--- src/rtl/nfpi_pkg.sv ---
// Shared types, constants and helpers for the Nova fractal pixel iterator.
// Used by every module in rtl; depends on nothing else.
package nfpi_pkg;

    localparam int Q_W    = 32;
    localparam int MUL_W  = 33;
    localparam int PROD_W = 66;
    localparam int ACC_W  = 67;
    localparam int MAG_W  = 64;
    localparam int ITER_W = 13;

    localparam logic [1:0] STAT_ESCAPED    = 2'd0;
    localparam logic [1:0] STAT_CONVERGED  = 2'd1;
    localparam logic [1:0] STAT_UNRESOLVED = 2'd2;

    localparam logic [2:0] REG_JULIA    = 3'd0;
    localparam logic [2:0] REG_SEED_RE  = 3'd1;
    localparam logic [2:0] REG_SEED_IM  = 3'd2;
    localparam logic [2:0] REG_EXPONENT = 3'd3;
    localparam logic [2:0] REG_LIMIT    = 3'd4;
    localparam logic [2:0] REG_ESCAPE   = 3'd5;
    localparam logic [2:0] REG_RELAX    = 3'd6;
    localparam logic [2:0] REG_TOL      = 3'd7;

    typedef struct packed {
        logic signed [Q_W-1:0] pixel_real;
        logic signed [Q_W-1:0] pixel_imag;
    } pixel_t;

    typedef struct packed {
        logic [1:0]            status;
        logic [ITER_W-1:0]     iterations;
        logic signed [Q_W-1:0] final_real;
        logic signed [Q_W-1:0] final_imag;
    } result_t;

    typedef struct packed {
        logic                  julia_select;
        logic signed [Q_W-1:0] seed_real;
        logic signed [Q_W-1:0] seed_imag;
        logic [Q_W-1:0]        escape_radius_sq;
        logic signed [Q_W-1:0] relax_factor;
        logic [Q_W-1:0]        tolerance_sq;
    } cfg_t;

    // Datapath micro-operations. M_ ops load the product register, A_ ops fold
    // the product into the accumulator, W_ ops write results back.
    typedef enum logic [5:0] {
        OP_NOP,
        OP_LOAD,
        OP_M_ZRZR, OP_M_ZIZI, OP_M_WRZR, OP_M_WIZI, OP_M_WRZI, OP_M_WIZR,
        OP_M_PWR, OP_M_PWI, OP_M_DRDR, OP_M_DIDI, OP_M_NRDR, OP_M_NIDI,
        OP_M_NIDR, OP_M_NRDI, OP_M_RQR, OP_M_RQI, OP_M_XDR, OP_M_XDI,
        OP_A_LDS, OP_A_ADDS, OP_A_SUBS, OP_A_LDR, OP_A_ADDR, OP_A_SUBR,
        OP_W_COPYZ, OP_W_TR, OP_W_TI, OP_W_T2W, OP_W_T2N, OP_W_DR, OP_W_DI,
        OP_W_DEN, OP_W_XR, OP_W_XI, OP_W_COMMIT,
        OP_DIV_START, OP_W_QR, OP_W_QI
    } op_t;

    typedef struct packed {
        logic esc;
        logic dz;
        logic conv;
        logic div_done;
    } dp_stat_t;

    typedef struct packed {
        op_t               op;
        logic              out_load;
        logic [1:0]        status;
        logic [ITER_W-1:0] iterations;
    } ctrl_cmd_t;

    localparam logic signed [ACC_W-1:0] QMAX_EXT = ACC_W'(32'sh7fffffff);
    localparam logic signed [ACC_W-1:0] QMIN_EXT = ACC_W'(32'sh80000000);

    // Saturates a wide signed value to the 32-bit fixed-point range.
    function automatic logic signed [Q_W-1:0] sat_q(input logic signed [ACC_W-1:0] v);
        logic signed [Q_W-1:0] r;
        if (v > QMAX_EXT) r = 32'sh7fffffff;
        else if (v < QMIN_EXT) r = 32'sh80000000;
        else r = v[Q_W-1:0];
        return r;
    endfunction

    // Clamps the configured power to the range the sequencer supports.
    function automatic logic [4:0] clamp_exponent(input logic [3:0] e, input logic [4:0] pmax);
        logic [4:0] v;
        v = {1'b0, e};
        if (v < 5'd2) v = 5'd2;
        if (v > pmax) v = pmax;
        return v;
    endfunction

endpackage

--- src/rtl/nfpi_ctrl.sv ---
// Controller: microcoded sequencer for one Newton iteration, iteration count
// and the input and result handshakes. Depends on nfpi_pkg.
module nfpi_ctrl #(
    parameter int ITERATION_CAP = 4096
) (
    input  logic                                clk,
    input  logic                                rst_n,
    input  logic                                pixel_valid,
    output logic                                pixel_ready,
    input  logic                                out_full,
    input  logic [nfpi_pkg::ITER_W-1:0]         limit_cfg,
    input  logic [4:0]                          p_eff,
    input  nfpi_pkg::dp_stat_t                  stat,
    output nfpi_pkg::ctrl_cmd_t                 cmd
);
    localparam int ITW = $clog2(ITERATION_CAP + 1);
    localparam int LW  = (ITW > nfpi_pkg::ITER_W) ? ITW : nfpi_pkg::ITER_W;
    localparam logic [5:0] PC_POWCHK = 6'd6;
    localparam logic [5:0] PC_T2W    = 6'd17;
    localparam logic [5:0] PC_T2N    = 6'd18;

    typedef enum logic [2:0] {S_IDLE, S_CHECK, S_RUN, S_DIVW, S_FIN} state_t;
    typedef enum logic [3:0] {
        F_NEXT, F_ESC, F_POWINIT, F_POWCHK, F_CEND, F_JMP, F_DZ, F_DIV, F_TOL
    } flow_t;
    typedef struct packed {
        nfpi_pkg::op_t op;
        flow_t         flow;
    } uc_t;

    // One iteration of the relaxed Newton map as a fixed micro-program.
    function automatic uc_t ucode(input logic [5:0] pc);
        uc_t u;
        u.flow = F_NEXT;
        case (pc)
            6'd0:  u.op = nfpi_pkg::OP_M_ZRZR;
            6'd1:  u.op = nfpi_pkg::OP_A_LDS;
            6'd2:  u.op = nfpi_pkg::OP_M_ZIZI;
            6'd3:  u.op = nfpi_pkg::OP_A_ADDS;
            6'd4:  begin u.op = nfpi_pkg::OP_NOP;     u.flow = F_ESC;     end
            6'd5:  begin u.op = nfpi_pkg::OP_W_COPYZ; u.flow = F_POWINIT; end
            6'd6:  begin u.op = nfpi_pkg::OP_NOP;     u.flow = F_POWCHK;  end
            6'd7:  u.op = nfpi_pkg::OP_M_WRZR;
            6'd8:  u.op = nfpi_pkg::OP_A_LDS;
            6'd9:  u.op = nfpi_pkg::OP_M_WIZI;
            6'd10: u.op = nfpi_pkg::OP_A_SUBS;
            6'd11: u.op = nfpi_pkg::OP_W_TR;
            6'd12: u.op = nfpi_pkg::OP_M_WRZI;
            6'd13: u.op = nfpi_pkg::OP_A_LDS;
            6'd14: u.op = nfpi_pkg::OP_M_WIZR;
            6'd15: u.op = nfpi_pkg::OP_A_ADDS;
            6'd16: begin u.op = nfpi_pkg::OP_W_TI;    u.flow = F_CEND;    end
            6'd17: begin u.op = nfpi_pkg::OP_W_T2W;   u.flow = F_JMP;     end
            6'd18: u.op = nfpi_pkg::OP_W_T2N;
            6'd19: u.op = nfpi_pkg::OP_M_PWR;
            6'd20: u.op = nfpi_pkg::OP_A_LDR;
            6'd21: u.op = nfpi_pkg::OP_W_DR;
            6'd22: u.op = nfpi_pkg::OP_M_PWI;
            6'd23: u.op = nfpi_pkg::OP_A_LDR;
            6'd24: u.op = nfpi_pkg::OP_W_DI;
            6'd25: begin u.op = nfpi_pkg::OP_NOP;     u.flow = F_DZ;      end
            6'd26: u.op = nfpi_pkg::OP_M_DRDR;
            6'd27: u.op = nfpi_pkg::OP_A_LDR;
            6'd28: u.op = nfpi_pkg::OP_M_DIDI;
            6'd29: u.op = nfpi_pkg::OP_A_ADDR;
            6'd30: u.op = nfpi_pkg::OP_W_DEN;
            6'd31: u.op = nfpi_pkg::OP_M_NRDR;
            6'd32: u.op = nfpi_pkg::OP_A_LDR;
            6'd33: u.op = nfpi_pkg::OP_M_NIDI;
            6'd34: u.op = nfpi_pkg::OP_A_ADDR;
            6'd35: begin u.op = nfpi_pkg::OP_DIV_START; u.flow = F_DIV;   end
            6'd36: u.op = nfpi_pkg::OP_W_QR;
            6'd37: u.op = nfpi_pkg::OP_M_NIDR;
            6'd38: u.op = nfpi_pkg::OP_A_LDR;
            6'd39: u.op = nfpi_pkg::OP_M_NRDI;
            6'd40: u.op = nfpi_pkg::OP_A_SUBR;
            6'd41: begin u.op = nfpi_pkg::OP_DIV_START; u.flow = F_DIV;   end
            6'd42: u.op = nfpi_pkg::OP_W_QI;
            6'd43: u.op = nfpi_pkg::OP_M_RQR;
            6'd44: u.op = nfpi_pkg::OP_A_LDS;
            6'd45: u.op = nfpi_pkg::OP_W_XR;
            6'd46: u.op = nfpi_pkg::OP_M_RQI;
            6'd47: u.op = nfpi_pkg::OP_A_LDS;
            6'd48: u.op = nfpi_pkg::OP_W_XI;
            6'd49: u.op = nfpi_pkg::OP_M_XDR;
            6'd50: u.op = nfpi_pkg::OP_A_LDS;
            6'd51: u.op = nfpi_pkg::OP_M_XDI;
            6'd52: u.op = nfpi_pkg::OP_A_ADDS;
            6'd53: begin u.op = nfpi_pkg::OP_W_COMMIT; u.flow = F_TOL;    end
            default: u.op = nfpi_pkg::OP_NOP;
        endcase
        return u;
    endfunction

    state_t      state_reg;
    logic [5:0]  pc_reg;
    logic [3:0]  cnt_reg;
    logic        npath_reg;
    logic [1:0]  status_reg;
    logic [LW-1:0] iter_reg;

    logic [LW-1:0] lim_ext;
    logic [LW-1:0] lim_eff;
    uc_t           uc;

    assign lim_ext = LW'(limit_cfg);
    assign lim_eff = (lim_ext > LW'(ITERATION_CAP)) ? LW'(ITERATION_CAP) : lim_ext;
    assign uc      = ucode(pc_reg);

    always_ff @(posedge clk or negedge rst_n)
    begin
        if (!rst_n)
        begin
            state_reg  <= S_IDLE;
            pc_reg     <= '0;
            cnt_reg    <= '0;
            npath_reg  <= 1'b0;
            status_reg <= nfpi_pkg::STAT_UNRESOLVED;
            iter_reg   <= '0;
        end
        else
        begin
            unique case (state_reg)
                S_IDLE:
                begin
                    if (pixel_valid)
                    begin
                        iter_reg  <= '0;
                        state_reg <= S_CHECK;
                    end
                end
                S_CHECK:
                begin
                    pc_reg <= '0;
                    if (iter_reg == lim_eff)
                    begin
                        status_reg <= nfpi_pkg::STAT_UNRESOLVED;
                        state_reg  <= S_FIN;
                    end
                    else
                        state_reg <= S_RUN;
                end
                S_RUN:
                begin
                    pc_reg <= pc_reg + 6'd1;
                    unique case (uc.flow)
                        F_ESC:
                        begin
                            if (stat.esc)
                            begin
                                status_reg <= nfpi_pkg::STAT_ESCAPED;
                                state_reg  <= S_FIN;
                            end
                        end
                        F_POWINIT: cnt_reg <= 4'(p_eff - 5'd2);
                        F_POWCHK:
                        begin
                            npath_reg <= (cnt_reg == 4'd0);
                            if (cnt_reg != 4'd0)
                                cnt_reg <= cnt_reg - 4'd1;
                        end
                        F_CEND:    pc_reg <= npath_reg ? PC_T2N : PC_T2W;
                        F_JMP:     pc_reg <= PC_POWCHK;
                        F_DZ:
                        begin
                            if (stat.dz)
                            begin
                                status_reg <= nfpi_pkg::STAT_UNRESOLVED;
                                state_reg  <= S_FIN;
                            end
                        end
                        F_DIV:     state_reg <= S_DIVW;
                        F_TOL:
                        begin
                            if (stat.conv)
                            begin
                                status_reg <= nfpi_pkg::STAT_CONVERGED;
                                state_reg  <= S_FIN;
                            end
                            else
                            begin
                                iter_reg  <= iter_reg + LW'(1);
                                state_reg <= S_CHECK;
                            end
                        end
                        default: ;
                    endcase
                end
                S_DIVW:
                begin
                    if (stat.div_done)
                        state_reg <= S_RUN;
                end
                S_FIN:
                begin
                    if (!out_full)
                        state_reg <= S_IDLE;
                end
                default: state_reg <= S_IDLE;
            endcase
        end
    end

    assign pixel_ready = (state_reg == S_IDLE);

    always_comb
    begin
        cmd.op         = nfpi_pkg::OP_NOP;
        cmd.out_load   = (state_reg == S_FIN) && !out_full;
        cmd.status     = status_reg;
        cmd.iterations = iter_reg[nfpi_pkg::ITER_W-1:0];
        if ((state_reg == S_IDLE) && pixel_valid)
            cmd.op = nfpi_pkg::OP_LOAD;
        else if (state_reg == S_RUN)
            cmd.op = uc.op;
    end
endmodule

--- config.mk ---
export PLATFORM = sky130hd
export DESIGN_NAME = nfpi_ctrl
export DESIGN_NICKNAME = d
export VERILOG_FILES = /design/src/rtl/nfpi_pkg.sv /design/src/rtl/nfpi_ctrl.sv
export SDC_FILE = /design/constraint.sdc
export NUM_CORES = 1
export LEC_CHECK = 0
export ABC_AREA = 1
export BUFFER_PORTS_ARGS = -buffer_cell sky130_fd_sc_hd__buf_2
export CAP_MARGIN = 25
export CORE_ASPECT_RATIO = 1.1
export CORE_UTILIZATION = 40
export DETAILED_ROUTE_END_ITERATION = 7
export GPL_TIMING_DRIVEN = 0
export SLEW_MARGIN = 0
export SYNTH_ARGS = -nofsm -noshare
export SYNTH_HDL_FRONTEND = slang
export SYNTH_SLANG_ARGS = --single-unit
--- constraint.sdc ---
create_clock -name clk -period 4.6 [get_ports clk]
set_input_delay 0.46 -clock clk [delete_from_list [all_inputs] [get_ports clk]]
set_output_delay 0.46 -clock clk [all_outputs]
set_load 0.1 [all_outputs]
==> metrics.yaml, run 1 <==
critical_path:
  ff2ff_setup_slack_ns: 2.33
  crit_path_frequent_cell: "nand2_1"
  startpoint: "pc_reg[1]$_DFFE_PN0N_"
  r2r-start: "pc_reg[1]$_DFFE_PN0N_"
  crit_chain: "inv_1, ha_1, nand2_1, a21oi_2, inv_1, o21ai_0, nor4_1, nand4_1, nand2_1, nand2_1, buf_2"
  end_kind: "output port"
  critPathMaxFanout: 5
  r2r_cells: 13
  startpoint_type: "flip-flop"
  rr_endpoint: "status_reg[0]$_DFFE_PN0P_"
  critPathArrivalTime_ns: 2.66
  critPathRequiredTime_ns: 4.14
  cp.depth: 11
  critPathTopFamily: "buffers and inverters"
  worstSetupPathType: "reg -> out"
  cp_slowest_stage_delay_ns: 0.42
  cp_num_buf_inv: 3
  endpoint: "cmd[16]"
  slowest_stage: "dfrtp_1"
power:
  power_density_nw_per_um2: 373
  vdd_drop_max_uv: 159
  p_leak_nw: 1.66
clock_network:
  numCtsBuffers: 5
  h-tree-depth: 2
  cts_sinks: 29
  cts_tree: "done"
  ctsResizeCount: 0
  cts.path.max_buffers: 2
  cts_hold_buf: 0
  cts-root-buf: "clkbuf_8"
  insertion_delay_ns: 0.28
  cts.reportedPaths.clkPinSlew_ns: 0.07
  cts_setup_buffers: 0
synth:
  synth_edf_count: 0
  synth_top_cell_by_area: "dfrtp_1"
  synth_top_area_share_pct: 25.8
  synthMuxAreaShare_pct: 0
  synth_seq_cells: 29
  avgSynthCellArea_um2: 6.21
  ys_types: 42
  syn-instance-count: 438
  synthSimpleGateAreaFrac_pct: 42.2
  ys_seq_area_share_pct: 26.7
  syn_nets: 471
  synth-xor-area-share_pct: 1.93
  synth_area_um2: 2720
  synth_top_family_by_area: "simple AND/OR/NAND/NOR gates"
  synthTopCellsByArea: "dfrtp_1 26%, nand2_1 15%, nor2_1 8.7%, inv_1 8.3%, nand3_1 5.9%"
  synth-compound-area-share_pct: 15.5
  yosysMostFrequentCell: "nand2_1"
  synth_fa_ha_area_share_pct: 3.22
  yosys_warnings: 0
  async_reset_ff_share_pct: 100
  yosys-top-cells-count: "111 x nand2_1, 63 x nor2_1, 60 x inv_1"
  synth-main-ff-cell: "dfrtp_1"
route:
  ant_nets: 0
  drt_iter0_drc: 151
  vias_per_cell: 5.32
  drc: 0
  firstDrtPassIters: 5
  wl_um: 7570
  routedWlPerCell_um: 13.2
  via_count: 3058
sta:
  finalCritPeriodShare_pct: 67.7
  finalHoldViolCount: 0
  finalSetupTns_ns: 0
  max_slew_margin_pct: 52.4
  slew_violations: 0
  rsz0062_at_grt: "no"
  setup_viol: 0
  clock.fmax_mhz: 321
  worstMarginPinSlew_ns: 0.713
  hold_slack_ns: 0.222
  clock_skew_ns: 0.00972
  finalCriticalPeriod_ns: 3.12
floorplan:
  start_util_pct: 41.3
  die_h_um: 88.5
  core.rowCount: 31
  ios: 49
  die-area_um2: 7130
  die_w_um: 80.6
  core-area_um2: 6590
outcome:
  status: "finished, final reports clean"
placed_design:
  place_area_um2: 3060
  portBuffers: 47
  placed_cells: 567
  dp_hpwl_um: 5930
  gp_congestion: 0.927
global_route:
  grt_pass1_vias: 2709
  globalRouteOverflowTotal: 0
  antenna_found_initial: 0
  grt_max_degree: 30
  grt_pass1_wl_um: 12200
  grtUsageTotal_pct: 21.9
flow_run:
  cap_violations: 0
finish:
  area_growth_pct: 16.7
  instances_no_fill: 575
  drive_above_1_share_pct: 17.2
  fin_util_pct: 48.1
  fin_nets: 525
  diodes: 0
  largest_register_ff_count: 13
  design_area_um2: 3170
worst_hold_path:
  hold_path.class: "in -> async"
==> power by group <==
group / switching (mW) / leakage [nW] / total, mW / internal (mW)
Clock: 0.0990 / 0.0585 / 0.275 / 0.176
Combinational: 0.440 / 1.22 / 0.583 / 0.143
Sequential: 0.0361 / 0.376 / 0.326 / 0.290
Total: 0.575 / 1.66 / 1.18 / 0.609
==> area by class of cell <==
class	count	area, um2
multi-input cells	337	1710
repair buffers	47	235
inverters	65	244
clock buffers	7	86.3
plain buffers	7	38.8
fillers	690	3420
flip-flops and latches	29	727
well taps	82	103
clock inverters	1	30.0
==> worst min-delay path by stage <==
stage / startpoint / end / slack, ns / depth (start not counted)
after global routing: rst_n / cnt_reg[1]$_DFFE_PN0P_ / 0.27 / 1
after CTS: rst_n / cnt_reg[1]$_DFFE_PN0P_ / 0.22 / 1
final: rst_n / cnt_reg[1]$_DFFE_PN0P_ / 0.22 / 1
after detailed placement: status_reg[1]$_DFFE_PN1P_ / status_reg[1]$_DFFE_PN1P_ / 0.46 / 2
after floorplan: rst_n / cnt_reg[0]$_DFFE_PN0P_ / 0.16 / 0
after global placement: status_reg[1]$_DFFE_PN1P_ / status_reg[1]$_DFFE_PN1P_ / 0.45 / 2
==> cell usage in the layout (no fill, tap or decap), types with 2 or more instances in the layout <==
| cell | n |
|---|---|
| nand2_1 | 111 |
| nor2_1 | 63 |
| inv_1 | 60 |
| buf_2 | 51 |
| nand3_1 | 32 |
| o21ai_0 | 29 |
| dfrtp_1 | 28 |
| a21oi_1 | 19 |
| nor3_1 | 13 |
| nor2_2 | 7 |
| nor4_1 | 7 |
| ha_1 | 7 |
| clkbuf_8 | 6 |
| inv_2 | 5 |
| o22ai_1 | 5 |
| xor2_1 | 5 |
| o211ai_1 | 4 |
| nand4_1 | 4 |
| nor2_4 | 3 |
| clkbuf_1 | 3 |
| a31oi_1 | 3 |
| nand3b_1 | 2 |
| a211oi_1 | 2 |
| nand3_2 | 2 |
| o21ai_1 | 2 |
| a221oi_1 | 2 |
==> per-stage QoR <==
step / setup WS, ns / power (mW)
floorplan: 0.0607 / 0.783
global placement: 1.80 / 0.908
CTS: 1.52 / 1.19
detailed placement: 1.82 / 0.909
finish: 1.48 / 1.18
global route: 1.30 / 1.26
==> per-layer routing <==
| layer | up-vias | global-route usage, % | part of all wire [%] |
|---|---|---|---|
| met4 | 0 | 9.42 | 2.9 |
| li1 | 1550 | - | - |
| met5 | - | 0 | 0 |
| met3 | 20 | 2.68 | 5.5 |
| met1 | 1358 | 26.4 | 44 |
| met2 | 130 | 39.1 | 47 |
==> logic make-up (layout without fill, tap and decap cells) <==
family | after synthesis | after routing
AOI/OAI and AO/OA | 72 | 72
DFF | 29 | 29
xor gates and xnor gates | 6 | 6
buffers and inverters | 72 | 127
adders and majority gates | 7 | 7
and+or+nand+nor | 252 | 252
==> worst register-to-register path, stage by stage, from the launching register on <==
cell     delay [ns]
dfrtp_1        0.42
inv_1          0.11
ha_1           0.31
nand2_1        0.15
nor2_2         0.31
nor2_1         0.11
nand3_2        0.11
nor2_2         0.06
nand3_1        0.12
nand3_1        0.09
nor2_2         0.15
nand2_1        0.10
nand2_1        0.07
nand2_1        0.04
No activity file was read; power rests on OpenSTA's default activity.
==> run 2: changes to the inputs <==
--- a/config.mk
+++ b/config.mk
@@ -5,7 +5,7 @@
 export SDC_FILE = /design/constraint.sdc
 export NUM_CORES = 1
 export LEC_CHECK = 0
-export ABC_AREA = 1
+export ABC_AREA = 0
 export BUFFER_PORTS_ARGS = -buffer_cell sky130_fd_sc_hd__buf_2
 export CAP_MARGIN = 25
 export CORE_ASPECT_RATIO = 1.1
==> constraint.sdc (replaced) <==
create_clock -name clk -period 2.85 [get_ports clk]
set_input_delay 0.285 -clock clk [delete_from_list [all_inputs] [get_ports clk]]
set_output_delay 0.285 -clock clk [all_outputs]
set_load 0.1 [all_outputs]
==> run 2 against run 1 <==
The run now ends with design-rule violations left. Via count increased by 6.7%. Critical path type unchanged. Area after synthesis rose by 9.1%. Register-to-register slack lost 2.0 ns.
==> metrics.yaml, run 2 <==
sta:
  clock_skew_ns: 0.00327  # was 0.00972 ns
  setup_viol: 0  # unchanged
  layout_setup_ws_ns: 0.0648  # was 1.48 ns
  finalCritPeriodShare_pct: 97.7
  worstMarginPinSlew_ns: 0.713  # about the same
  slew_violations: 0  # unchanged
  finalCriticalPeriod_ns: 2.79
  finalHoldViolCount: 0  # unchanged
  max_slew_margin_pct: 52.5  # was 52.4%
  hold_slack_ns: 0.0416  # was 0.222 ns
  finalSetupTns_ns: 0  # unchanged
  rsz0062_at_grt: "yes"  # was no
  clock.fmax_mhz: 359
clock_network:
  h-tree-depth: 2  # unchanged
  cts_tree: "done"  # unchanged
  cts_sinks: 29  # unchanged
  numCtsBuffers: 5  # unchanged
  cts-root-buf: "clkbuf_8"  # unchanged
  cts_setup_buffers: 0  # unchanged
  cts.path.max_buffers: 2  # unchanged
  cts.reportedPaths.clkPinSlew_ns: 0.07  # about the same
  insertion_delay_ns: 0.28  # about the same
  cts_hold_buf: 0  # unchanged
critical_path:
  r2r_cells: 10  # was 13
  startpoint_type: "flip-flop"  # unchanged
  end_kind: "output port"  # unchanged
  critPathMaxFanout: 10  # was 5
  critPathArrivalTime_ns: 2.50  # was 2.66 ns
  critPathRequiredTime_ns: 2.57  # was 4.14 ns
  worstSetupPathType: "reg -> out"  # unchanged
power:
  power_density_nw_per_um2: 750  # was 373 nW/um2
  combPwrFrac_pct: 62.9  # was 49.2%
  p_leak_nw: 1.53  # was 1.66 nW
  total_power_mw: 2.69  # was 1.18 mW
  power.internal_mw: 1.30  # was 609 uW
  power.switching_mw: 1.38  # was 575 uW
  vdd_drop_max_uv: 263  # was 159 uV
  seqPwrFrac_pct: 21.4  # was 27.5%
  p_clk_share_pct: 15.7  # was 23.3%
  p_sw_share_pct: 51.5  # was 48.5%
finish:
  largest_register_ff_count: 13  # unchanged
  fin_nets: 476  # was 525
  layout_commonest_cell: "buf_2"  # was nand2_1
  area_growth_pct: 20.8  # was 16.7%
  fin_util_pct: 50.6  # was 48.1%
  diodes: 0  # unchanged
  fillers: 694  # was 690
  drive_above_1_share_pct: 25.3  # was 17.2%
  final_cell_mix: "50 x buf_2, 45 x nand2_1, 36 x nor2_1, 26 x dfrtp_1, 24 x o21ai_0"  # was 111 x nand2_1, 63 x nor2_1, 60 x inv_1, 51 x buf_2, 32 x nand3_1
outcome:
  status: "complete, but fails checks"  # was finished, final reports clean
  failed_checks: "design-rule violations"
synth:
  ys_seq_area_share_pct: 24.5  # was 26.7%
  avgSynthCellArea_um2: 7.61  # was 6.21 um2
  synth_seq_cells: 29  # unchanged
  synth_top_area_share_pct: 23.6  # was 25.8%
  synth_area_um2: 2970  # was 2720 um2
  yosys_warnings: 0  # unchanged
  synth_top_cell_by_area: "dfrtp_1"  # unchanged
  synth-main-ff-cell: "dfrtp_1"  # unchanged
  yosysMostFrequentCell: "nand2_1"  # unchanged
  synth_edf_count: 0  # unchanged
  ys_types: 71  # was 42
  yosys-top-cells-count: "45 x nand2_1, 36 x nor2_1, 28 x dfrtp_1"  # was 111 x nand2_1, 63 x nor2_1, 60 x inv_1
  syn-instance-count: 390  # was 438
  async_reset_ff_share_pct: 100  # unchanged
  synthTopCellsByArea: "dfrtp_1 24%, nand2_1 5.7%, nor2_1 4.6%, o21ai_0 4.4%, a21oi_1 3.2%"  # was dfrtp_1 26%, nand2_1 15%, nor2_1 8.7%, inv_1 8.3%, nand3_1 5.9%
  syn_nets: 423  # was 471
floorplan:
  die_w_um: 84.1  # was 80.6 um
  start_util_pct: 41.9  # was 41.3%
  die_h_um: 92.3  # was 88.5 um
  ios: 49  # unchanged
  core.rowCount: 32  # was 31
  die-area_um2: 7770  # was 7130 um2
  core-area_um2: 7090  # was 6590 um2
route:
  ant_nets: 0  # unchanged
  vias_per_cell: 6.18  # was 5.32
  wl_um: 9290  # was 7570 um
  drt_iter0_drc: 229  # was 151
  routedWlPerCell_um: 17.6  # was 13.2 um
  firstDrtPassIters: 7  # was 5
  via_count: 3264  # was 3058
  drc: 11  # was 0
global_route:
  use_met2_pct: 43.4  # was 39.1%
  grtUsageTotal_pct: 24.8  # was 21.9%
  met1_usage_pct: 30.9  # was 26.4%
  globalRouteOverflowTotal: 0  # unchanged
  grt_pass1_vias: 3178  # was 2709
  grt-busiest-layer: "met2"  # unchanged
  grt_pass1_wl_um: 15500  # was 12200 um
  grt_max_degree: 30  # unchanged
  antenna_found_initial: 0  # unchanged
  met3_usage_pct: 4.19  # was 2.68%
worst_hold_path:
  hold_path.class: "in -> async"  # unchanged
placed_design:
  pre_cts_ws_ns: -0.211  # was 1.82 ns
  gp_congestion: 0.977  # was 0.927
  portBuffers: 47  # unchanged
  dp_hpwl_um: 6720  # was 5930 um
flow_run:
  cap_violations: 0  # unchanged
## run 2: metrics by stage
step	instance area, um2	std cells
detailed placement	3350	522
finish	3580	528
floorplan	3010	390
global route	3580	528
global placement	3350	522
CTS	3520	528
## run 2: area by class of cell
| type | count | area, um2 | share of cell area, % |
|---|---|---|---|
| buffer | 27 | 161 | 4.50 |
| clock buffer | 5 | 68.8 | 1.92 |
| clock inverter | 2 | 35.0 | 0.977 |
| inverter | 19 | 71.3 | 1.99 |
| multi-input combinational | 314 | 2150 | 59.9 |
| sequential | 29 | 729 | 20.3 |
| tap | 85 | 106 | 2.97 |
| timing repair buffer | 47 | 265 | 7.40 |
## run 2: power groups by stage
stage	Combinational (mW)	Sequential [mW]	Clock, mW
detailed placement	1.57	0.578	0
finish	1.69	0.575	0.421
global route	1.84	0.588	0.444
CTS	1.63	0.574	0.428
global placement	1.58	0.576	0
floorplan	1.16	0.655	0
## run 2: timing repair
| action | in CTS | in global routing |
|---|---|---|
| pin swaps | 1 | 2 |
| hold endpoints to repair | 0 | 0 |
| resized for setup | 25 | 25 |
| endpoints found under the setup margin | 6 | 6 |
## run 2: path summary, 6_finish.rpt
check | start | endpoint | slack (ns)
max in group asynchronous | rst_n | pc_reg[0]$_DFFE_PN0N_ | 2.33
setup reg to reg | pc_reg[0]$_DFFE_PN0N_ | cnt_reg[1]$_DFFE_PN0P_ | 0.38
setup / recovery | pc_reg[2]$_DFFE_PN0N_ | cmd[19] | 0.06
min in group clk | out_full | state_reg[2]$_DFFE_PN0P_ | 0.29
hold reg to reg | status_reg[1]$_DFFE_PN1P_ | status_reg[1]$_DFFE_PN1P_ | 0.46
hold / removal | rst_n | iter_reg[8]$_DFFE_PN0P_ | 0.04
## run 2: metal layers
metal,vias up,wire length (um)
li1,1545,-
met1,1547,3950
met2,137,4560
met3,35,554
met4,0,225
met5,-,0
## run 2: kinds of logic after synthesis
kind of cell    count (synthesis)  synth area share (%)
compound gates                115                  27.2
mux                             7                  2.40
xor+xnor                       16                  5.23
fa+ha+maj                       7                  2.95
buf+inv                        47                  7.12
flops                          29                  24.5
simple gates                  169                  30.6
## run 2: critical path: stages, from the launching register on
cell       delay, ns
dfrtp_1         0.32
buf_2           0.22
buf_4           0.23
inv_1           0.09
nand2_1         0.23
a21oi_1         0.17
a2111oi_1       0.42
o21ai_1         0.14
o21a_1          0.22
buf_6           0.18
==> run 3: changes to the inputs <==
--- a/config.mk
+++ b/config.mk
@@ -12,6 +12,7 @@
 export CORE_UTILIZATION = 40
 export DETAILED_ROUTE_END_ITERATION = 7
 export GPL_TIMING_DRIVEN = 0
+export PLACE_DENSITY = 0.61
 export SLEW_MARGIN = 0
 export SYNTH_ARGS = -nofsm -noshare
 export SYNTH_HDL_FRONTEND = slang
==> run 3 against run 2 <==
The flow still finishes with violations (design-rule violations). Die area unchanged. Worst setup slack worse by 0.012 ns. Clock skew about the same. Non-clock buffer count unchanged. Utilization rose by 0.16 points. Flip-flop and latch count is the same. Clock power up 9.3%. First-iteration DRC count fell by 10%. Combinational power about the same. Wire length is 1.1% higher. Fmax down 0.43%.
==> metrics.yaml, run 3 (synthesis results as in run 2) <==
placed_design:
  placed_cells: 522  # unchanged
  place_area_um2: 3350  # unchanged
  pre_cts_ws_ns: -0.207  # was -0.211 ns
  gp_congestion: 0.979  # was 0.977
  portBuffers: 47  # unchanged
  dp_hpwl_um: 6840  # was 6720 um
sta:
  rsz0062_at_grt: "yes"  # unchanged
  slew_violations: 0  # unchanged
  hold_slack_ns: 0.0416  # about the same
  finalCritPeriodShare_pct: 98.1  # was 97.7%
  max_slew_margin_pct: 48.9  # was 52.5%
  clock.fmax_mhz: 357  # was 359 MHz
  layout_setup_ws_ns: 0.0528  # was 0.0648 ns
  finalHoldViolCount: 0  # unchanged
  setup_viol: 0  # unchanged
  finalSetupTns_ns: 0  # unchanged
  worstMarginPinSlew_ns: 0.767  # was 0.713 ns
  finalCriticalPeriod_ns: 2.80  # was 2.79 ns
  clock_skew_ns: 0.00325  # was 0.00327 ns
finish:
  instances_no_fill: 529  # was 528
  fillers: 721  # was 694
  fin_util_pct: 50.7  # was 50.6%
  final_cell_mix: "51 x buf_2, 45 x nand2_1, 35 x nor2_1, 26 x dfrtp_1, 25 x o21ai_0"  # was 50 x buf_2, 45 x nand2_1, 36 x nor2_1, 26 x dfrtp_1, 24 x o21ai_0
  diodes: 0  # unchanged
  fin_nets: 476  # unchanged
  area_growth_pct: 21.2  # was 20.8%
  layout_commonest_cell: "buf_2"  # unchanged
  design_area_um2: 3600  # was 3580 um2
  largest_register_ff_count: 13  # unchanged
  drive_above_1_share_pct: 25.5  # was 25.3%
floorplan:
  core.rowCount: 32  # unchanged
  die_w_um: 84.1  # unchanged
  die-area_um2: 7770  # unchanged
  die_h_um: 92.3  # unchanged
  ios: 49  # unchanged
  core-area_um2: 7090  # unchanged
  start_util_pct: 41.9  # unchanged
global_route:
  antenna_found_initial: 0  # unchanged
  globalRouteOverflowTotal: 0  # unchanged
  grt_pass1_vias: 3087  # was 3178
  grt_pass1_wl_um: 15400  # was 15500 um
  grt_max_degree: 30  # unchanged
  grtUsageTotal_pct: 25.0  # was 24.8%
worst_hold_path:
  hold_path.class: "in -> async"  # unchanged
critical_path:
  worstSetupPathType: "reg -> out"  # unchanged
  critPathMaxFanout: 10  # unchanged
  cp_num_buf_inv: 3  # was 4
  r2r_cells: 8  # was 10
  critPathTopFamily: "compound AO/OA/AOI/OAI gates"  # unchanged
  critPathArrivalTime_ns: 2.51  # was 2.50 ns
  critPathRequiredTime_ns: 2.57  # about the same
  end_kind: "output port"  # unchanged
  r2r-start: "pc_reg[0]$_DFFE_PN0N_"  # unchanged
  cp_slowest_stage_delay_ns: 0.42  # about the same
  rr_endpoint: "state_reg[0]$_DFFE_PN0P_"  # was cnt_reg[1]$_DFFE_PN0P_
  crit_chain: "inv_1, ha_2, clkbuf_4, and2_1, nand3_1, o32ai_1, a2111oi_0, o21ai_0, o21a_1, buf_4"  # was buf_2, buf_4, inv_1, nand2_1, a21oi_1, a2111oi_1, o21ai_1, o21a_1, buf_6
  slowest_stage: "dfrtp_2"  # was a2111oi_1
  startpoint_type: "flip-flop"  # unchanged
  ff2ff_setup_slack_ns: 0.42  # was 0.38 ns
outcome:
  failed_checks: "design-rule violations"  # unchanged
  status: "complete, but fails checks"  # unchanged
clock_network:
  cts_tree: "done"  # unchanged
  cts.reportedPaths.clkPinSlew_ns: 0.07  # about the same
  cts.path.max_buffers: 2  # unchanged
  numCtsBuffers: 5  # unchanged
  cts_hold_buf: 0  # unchanged
  insertion_delay_ns: 0.29  # was 0.28 ns
  cts_sinks: 29  # unchanged
  cts-root-buf: "clkbuf_8"  # unchanged
  h-tree-depth: 2  # unchanged
power:
  vdd_drop_max_uv: 382  # was 263 uV
  total_power_mw: 2.74  # was 2.69 mW
  power_density_nw_per_um2: 763  # was 750 nW/um2
  p_leak_nw: 1.54  # was 1.53 nW
flow_run:
  cap_violations: 0  # unchanged
route:
  wl_um: 9400  # was 9290 um
  firstDrtPassIters: 6  # was 7
  ant_nets: 0  # unchanged
  routedWlPerCell_um: 17.8  # was 17.6 um
  vias_per_cell: 6.14  # was 6.18
  drc: 14  # was 11
  via_count: 3247  # was 3264
  drt_iter0_drc: 206  # was 229
[run 3: report_power, final]
group	internal, mW	switching [mW]
sequential	0.493	0.0797
combinational	0.559	1.15
clock	0.284	0.176
total	1.34	1.41
[run 3: area by class of cell]
type / count / area, um2 / share of cell area, %
Timing Repair Buffer: 48 / 263 / 7.31
Tap cell: 85 / 106 / 2.96
Clock buffer: 6 / 82.6 / 2.30
Sequential cell: 29 / 729 / 20.3
Inverter: 19 / 75.1 / 2.09
Multi-Input combinational cell: 314 / 2150 / 59.8
Clock inverter: 2 / 37.5 / 1.04
Buffer: 26 / 153 / 4.24
[run 3: how the worst max path moves through the flow]
stage | start | endpoint | slack, ns | cells past startpoint
global route | pc_reg[1]$_DFFE_PN0N_ | cmd[19] | -0.06 | 10
floorplan | state_reg[2]$_DFFE_PN0P_ | cmd[16] | -0.66 | 6
CTS | pc_reg[4]$_DFFE_PN0N_ | cmd[19] | 0.01 | 9
global placement | pc_reg[1]$_DFFE_PN0N_ | cmd[17] | -0.24 | 8
finish | pc_reg[1]$_DFFE_PN0N_ | cmd[19] | 0.05 | 10
detailed placement | pc_reg[1]$_DFFE_PN0N_ | cmd[17] | -0.21 | 8
[run 3: layer usage]
metal / routed length (um) / GRT usage (%) / vias up / share of wire, %
met5: 0 / 0 / - / 0
met4: 250 / 8.48 / 0 / 2.7
met3: 651 / 4.90 / 23 / 6.9
met2: 4530 / 43.2 / 135 / 48
met1: 3970 / 31.0 / 1535 / 42
li1: - / - / 1554 / -
[run 3: worst reg2reg max path: cells and delay by family, from the launching register on]
family | cells | cell delay [ns]
AO/OA/AOI/OAI | 5 | 1.40
flip-flops | 1 | 0.46
adder cells (fa/ha/maj) | 1 | 0.30
buffers and inverters | 1 | 0.11
AND/OR/NAND/NOR | 1 | 0.10
[run 3: what timing repair did]
action / 4_1_cts / 5_1_grt
pin swaps: 1 / 1
resized for setup: 24 / 19
endpoints found under the setup margin: 6 / 6
buffers inserted: 1 / 0
